===== src/design/ppc_pkg.sv =====
// Shared types, constants and the saturation helper of the particle plane collision unit.
package ppc_pkg;

  typedef logic signed [31:0] q16_t;

  // Width that holds every intermediate sum before clamping.
  localparam int unsigned SAT_W = 66;

  // Cycles from an accepted start to the matching done strobe.
  localparam int unsigned LATENCY = 8;

  localparam logic [16:0] FRIC_ONE = 17'd65536;

  // 0.0001 in Q0.32
  localparam logic signed [19:0] OFFSET_Q32 = 20'sd429497;

  typedef enum logic [2:0] {
    REG_POINT_X  = 3'd0,
    REG_POINT_Y  = 3'd1,
    REG_POINT_Z  = 3'd2,
    REG_NORMAL_X = 3'd3,
    REG_NORMAL_Y = 3'd4,
    REG_NORMAL_Z = 3'd5,
    REG_FRICTION = 3'd6,
    REG_INV_LEN  = 3'd7
  } reg_idx_e;

  typedef enum logic [1:0] {
    DIR_NONE = 2'd0,
    DIR_POS  = 2'd1,
    DIR_NEG  = 2'd2
  } dir_e;

  typedef struct packed {
    q16_t pos_x;
    q16_t pos_y;
    q16_t pos_z;
    q16_t prev_x;
    q16_t prev_y;
    q16_t prev_z;
  } item_t;

  typedef struct packed {
    q16_t new_x;
    q16_t new_y;
    q16_t new_z;
    logic collided;
  } result_t;

  typedef struct packed {
    q16_t        plane_point_x;
    q16_t        plane_point_y;
    q16_t        plane_point_z;
    q16_t        plane_normal_x;
    q16_t        plane_normal_y;
    q16_t        plane_normal_z;
    logic [16:0] friction_coeff;
    logic [31:0] inv_normal_len_sq;
  } cfg_t;

  typedef struct packed {
    logic  valid;
    dir_e  dir;
    q16_t  dot;
    item_t item;
  } side_t;

  typedef struct packed {
    logic  valid;
    dir_e  dir;
    q16_t  isect_x;
    q16_t  isect_y;
    q16_t  isect_z;
    item_t item;
  } proj_t;

  // Clamp to the signed 32 bit range.
  function automatic q16_t sat32(input logic signed [SAT_W-1:0] v);
    logic [SAT_W-32:0] hi;
    hi = v[SAT_W-1:31];
    if ((&hi) || (~|hi)) begin
      return v[31:0];
    end else if (v[SAT_W-1]) begin
      return 32'sh8000_0000;
    end else begin
      return 32'sh7fff_ffff;
    end
  endfunction

endpackage


===== src/design/ppc_regs.sv =====
// APB configuration register file of the particle plane collision unit.
module ppc_regs (
  input  logic                clk_i,
  input  logic                rst_ni,
  input  logic                psel,
  input  logic                penable,
  input  logic                pwrite,
  input  logic [4:0]          paddr,
  input  logic [31:0]         pwdata,
  output logic [31:0]         prdata,
  output logic                pready,
  output ppc_pkg::cfg_t       cfg_o
);

  ppc_pkg::cfg_t     cfg_q;
  ppc_pkg::reg_idx_e idx;
  logic              wr_en;

  assign pready = 1'b1;
  assign idx    = ppc_pkg::reg_idx_e'(paddr[4:2]);
  assign wr_en  = psel && penable && pwrite && pready;
  assign cfg_o  = cfg_q;

  always_ff @(posedge clk_i or negedge rst_ni) begin
    if (!rst_ni) begin
      cfg_q.plane_point_x     <= '0;
      cfg_q.plane_point_y     <= '0;
      cfg_q.plane_point_z     <= '0;
      cfg_q.plane_normal_x    <= '0;
      cfg_q.plane_normal_y    <= 32'sd65536;
      cfg_q.plane_normal_z    <= '0;
      cfg_q.friction_coeff    <= '0;
      cfg_q.inv_normal_len_sq <= 32'd65536;
    end else if (wr_en) begin
      unique case (idx)
        ppc_pkg::REG_POINT_X:  cfg_q.plane_point_x     <= pwdata;
        ppc_pkg::REG_POINT_Y:  cfg_q.plane_point_y     <= pwdata;
        ppc_pkg::REG_POINT_Z:  cfg_q.plane_point_z     <= pwdata;
        ppc_pkg::REG_NORMAL_X: cfg_q.plane_normal_x    <= pwdata;
        ppc_pkg::REG_NORMAL_Y: cfg_q.plane_normal_y    <= pwdata;
        ppc_pkg::REG_NORMAL_Z: cfg_q.plane_normal_z    <= pwdata;
        ppc_pkg::REG_FRICTION: cfg_q.friction_coeff    <= pwdata[16:0];
        ppc_pkg::REG_INV_LEN:  cfg_q.inv_normal_len_sq <= pwdata;
      endcase
    end
  end

  always_comb begin
    unique case (idx)
      ppc_pkg::REG_POINT_X:  prdata = cfg_q.plane_point_x;
      ppc_pkg::REG_POINT_Y:  prdata = cfg_q.plane_point_y;
      ppc_pkg::REG_POINT_Z:  prdata = cfg_q.plane_point_z;
      ppc_pkg::REG_NORMAL_X: prdata = cfg_q.plane_normal_x;
      ppc_pkg::REG_NORMAL_Y: prdata = cfg_q.plane_normal_y;
      ppc_pkg::REG_NORMAL_Z: prdata = cfg_q.plane_normal_z;
      ppc_pkg::REG_FRICTION: prdata = {15'd0, cfg_q.friction_coeff};
      ppc_pkg::REG_INV_LEN:  prdata = cfg_q.inv_normal_len_sq;
    endcase
  end

endmodule


===== config.mk =====
export PLATFORM = sky130hd
export DESIGN_NAME = ppc_regs
export DESIGN_NICKNAME = d
export VERILOG_FILES = /design/src/design/ppc_pkg.sv /design/src/design/ppc_regs.sv
export SDC_FILE = /design/constraint.sdc
export NUM_CORES = 1
export LEC_CHECK = 0
export ABC_AREA = 1
export BUFFER_PORTS_ARGS = -buffer_cell sky130_fd_sc_hd__buf_2
export CAP_MARGIN = 20
export CELL_PAD_IN_SITES_DETAIL_PLACEMENT = 0
export CELL_PAD_IN_SITES_GLOBAL_PLACEMENT = 1
export CORE_ASPECT_RATIO = 2
export CORE_MARGIN = 3
export CORE_UTILIZATION = 38
export DETAILED_ROUTE_END_ITERATION = 12
export HOLD_SLACK_MARGIN = 0.15
export MAX_ROUTING_LAYER = met4
export PLACE_DENSITY = 0.91
export SYNTH_ARGS = -nofsm -noshare
export SYNTH_HDL_FRONTEND = slang
export SYNTH_SLANG_ARGS = --single-unit

===== constraint.sdc =====
create_clock -name clk_i -period 1.27 [get_ports clk_i]
set_clock_uncertainty 0.05 [all_clocks]
set_input_delay 0.0635 -clock clk_i [delete_from_list [all_inputs] [get_ports clk_i]]
set_output_delay 0.0635 -clock clk_i [all_outputs]
set_load 0.05 [all_outputs]

==> results by group <==
Yosys
  • Number of enable-type register cells in the synthesized netlist: 0
  • Area contributors post-synth: sky130_fd_sc_hd__dfrtp_1 (54%), sky130_fd_sc_hd__nand2_1 (8.9%), sky130_fd_sc_hd__nand4_1 (7.4%)
  • Post-synth top cells: sky130_fd_sc_hd__nand2_1 (262), sky130_fd_sc_hd__dfrtp_1 (239), sky130_fd_sc_hd__nor2_1 (207), sky130_fd_sc_hd__nand4_1 (130), sky130_fd_sc_hd__o21ai_1 (128)
  • Number of distinct library cells after synthesis: 21
  • Mapped Avg Cell Area: 8.20 um2
  • Synthesized net count: 1390
  • Most used flip-flop cell after synthesis: sky130_fd_sc_hd__dfrtp_1
  • #FFs+latches synth: 241
  • Cell with the most instances after synthesis: sky130_fd_sc_hd__nand2_1
  • Proportion of register bits with asynchronous set or reset after synthesis: 100%
  • Post-synthesis sequential area ratio: 54.6%
  • Number of cells produced by synthesis: 1348
  • Area of the mapped netlist: 11000 um2
  • Synth top area share: 54.1%
  • Count of warnings emitted by yosys: 0
  • Area leader, netlist: sky130_fd_sc_hd__dfrtp_1

Pwr
  • Net switching fraction of the power: 43.1%
  • Reported net switching power: 15.5 mW
  • Internal power: 20.4 mW
  • Peak supply drop: 0.00132 V
  • Power Density: 1900 nW/um2
  • Static leakage power: 9.36 nW
  • Comb pwr share: 50.9%
  • Sequential share of power: 30.0%
  • Clock share of power: 19.1%
  • Overall power: 35.9 mW

Timing
  • Unrepaired setup endpoints after global routing: true
  • Worst hold margin: -0.00256 ns
  • Post-layout min period: 1.74 ns
  • Slack of the critical path: -0.470 ns
  • Final worst path period share: 137%
  • Final Hold Violating Endpoints: 1
  • Final count of pins violating max slew: 0
  • Number of failing setup endpoints in the final timing report: 158
  • Fmax: 575 MHz

Global routing
  • Initial antenna violation count: 1
  • First-pass GRT wire length: 70400 um
  • Overall overflow remaining after global route: 0
  • Vias in the first global route: 12200
  • Overall track demand over capacity in global routing: 29.9%
  • Largest net degree at the start of global routing: 53

Critical path
  • Delay of the slowest cell on the worst path: 0.43 ns
  • WP data arrival: 1.63 ns
  • Maximum fanout encountered on the critical timing path: 3
  • Critical path's top delay family: flip-flops
  • Kind of end point of the critical path: output pin
  • Cell type of the slowest stage on the worst timing path: sky130_fd_sc_hd__dfrtp_1
  • Series of cell instances along the critical path: nand3_2, nand2_1, nor2_1, buf_4, nand3_4, buf_8
  • Setup slack on the worst flop-to-flop path: 0.27 ns
  • Data required time of the worst path: 1.16 ns
  • Worst path buffer plus inverter count: 2
  • Type of the worst setup path: flip-flop to output pin
  • Sort of element at the start of the critical path: flip-flop

Cells and area
  • Final std cells w/o fill: 2230
  • Flip-flop count of the largest register after layout: 241
  • Layout Nets: 1901
  • Synth-to-Final Area Change: 71.5%
  • Share of final-layout standard cells stronger than drive strength 1: 37.7%

Run status
  • Failing checks: hold timing, setup timing
  • Run status: finished with violations

Drt
  • Routed wirelength normalized by instance count: 21.9 um
  • TritonRoute pass-1 iters: 7
  • Drt drc: 0
  • Detailed Route Iter0 Violations: 962
  • Drt total wl: 48900 um
  • Routed via count: 12400
  • Post-detailed-route via-to-cell ratio: 5.55
  • Post-detailed-route count of antenna-violating nets: 0

Clocking
  • Total CTS buffers: 23
  • H-tree level count: 1
  • Clock edge transition at the registers on the reported setup and hold paths: 0.07 ns
  • Clock buffer depth: 3
  • TritonCTS clock tree: yes
  • Number of clock sinks seen by CTS: 241
  • Hold-fix buffers at CTS: 33
  • Root buffer cell: sky130_fd_sc_hd__clkbuf_16
  • Worst-skew pair later-pin latency: 0.52 ns

Die
  • Number of rows created at floorplan: 87
  • Initial standard-cell utilization of the core: 38.9%
  • Die ar.: 31300 um2
  • Top-level port count: 316
  • Area inside the core boundary: 28400 um2
  • Die Width: 127 um
  • Die boundary height: 247 um

Place
  • Cell total after placement: 2026
  • Count of buffers from port buffering: 312
  • Global placer's final weighted congestion: 0.931
  • HPWL after detailed placement: 31600 um
  • Pre-CTS setup slack: -0.152 ns

Hold path
  • Path category of the worst min-delay check: primary input to asynchronous set/reset pin

Job
  • Max Cap Viol: 0
## metal layers
metal  GRT usage [%]  part of all wire (%)  vias up
met5               -                     0        -
met4            20.4                   8.0        0
met3            3.70                   5.2      199
met2            54.0                    55      609
met1            29.5                    32     6027
li1                -                     -     5540
## area by class of cell
cell class / instances / area [um2]
fillers: 2072 / 9460
repair buffers: 590 / 6780
flip-flops and latches: 241 / 6040
multi-input cells: 919 / 4650
clock buffers: 34 / 657
well taps: 356 / 445
inverters: 84 / 315
clock inverters: 5 / 60.1
diodes: 1 / 2.50
## layout by cell type, fill, tap and decap left out, types with 35 or more instances in the layout
master	instances
sky130_fd_sc_hd__buf_4	138
sky130_fd_sc_hd__inv_1	76
sky130_fd_sc_hd__buf_8	101
sky130_fd_sc_hd__buf_12	64
sky130_fd_sc_hd__nand2_1	249
sky130_fd_sc_hd__buf_6	214
sky130_fd_sc_hd__o21ai_1	128
sky130_fd_sc_hd__a21oi_1	96
sky130_fd_sc_hd__dfrtp_1	237
sky130_fd_sc_hd__nand3_2	35
sky130_fd_sc_hd__buf_2	36
sky130_fd_sc_hd__nor2_1	163
sky130_fd_sc_hd__nand4_1	130
## per-stage QoR
stage	util [%]	hold slack [ns]	TNS (ns)	cell area (um2)
5_1_grt	66.7	0.0359	-23.77	19000
3_5_place_dp	49.5	-0.0434	-13.71	14100
3_3_place_gp	49.5	-0.0479	-8.51	14100
4_1_cts	63.0	-0.00681	-16.94	17900
6_report	66.7	-0.00256	-18.47	19000
2_1_floorplan	-	-0.282	0	11200
## logic make-up after synthesis
family,share of synthesized area [%]
compound gates,10.9
other cells,0.0339
buf+inv,7.12
simple gates,27.3
flops,54.6
## worst register-to-register path, delay by kind of cell, from the launching register on
kind / cells / cell delay [ns]
DFF: 1 / 0.41
AOI/OAI and AO/OA: 1 / 0.06
buffers and inverters: 2 / 0.25
and+or+nand+nor: 1 / 0.09
## power by group through the flow
stage / sequential, mW / clock, mW / combinational [mW]
after detailed placement: 10.7 / 0 / 12.6
after global placement: 10.7 / 0 / 12.5
after CTS: 10.7 / 6.96 / 16.8
final: 10.8 / 6.85 / 18.3
after floorplan: 16.2 / 0 / 3.07
after global routing: 10.9 / 7.24 / 19.0
## path summary, 6_finish.rpt
check / end / depth (start not counted) / start
setup reg to reg: cfg_o[84]$_DFFE_PN0P_ / 4 / cfg_o[84]$_DFFE_PN0P_
max in group asynchronous: cfg_o[1]$_DFFE_PN0P_ / 3 / rst_ni
hold reg to reg: cfg_o[27]$_DFFE_PN0P_ / 2 / cfg_o[27]$_DFFE_PN0P_
min in group clk_i: cfg_o[110]$_DFFE_PN0P_ / 7 / paddr[2]
hold / removal: cfg_o[186]$_DFFE_PN0P_ / 2 / rst_ni
setup / recovery: prdata[9] / 6 / cfg_o[90]$_DFFE_PN0P_
## repair_timing
| item | CTS | global route |
|---|---|---|
| pin swaps | 45 | 47 |
| endpoints found under the hold margin | 482 | 34 |
| endpoints found under the setup margin | 267 | 185 |
| buffers inserted | 80 | 87 |
| gates resized for setup | 689 | 193 |
(Power assumes the default switching activity.)
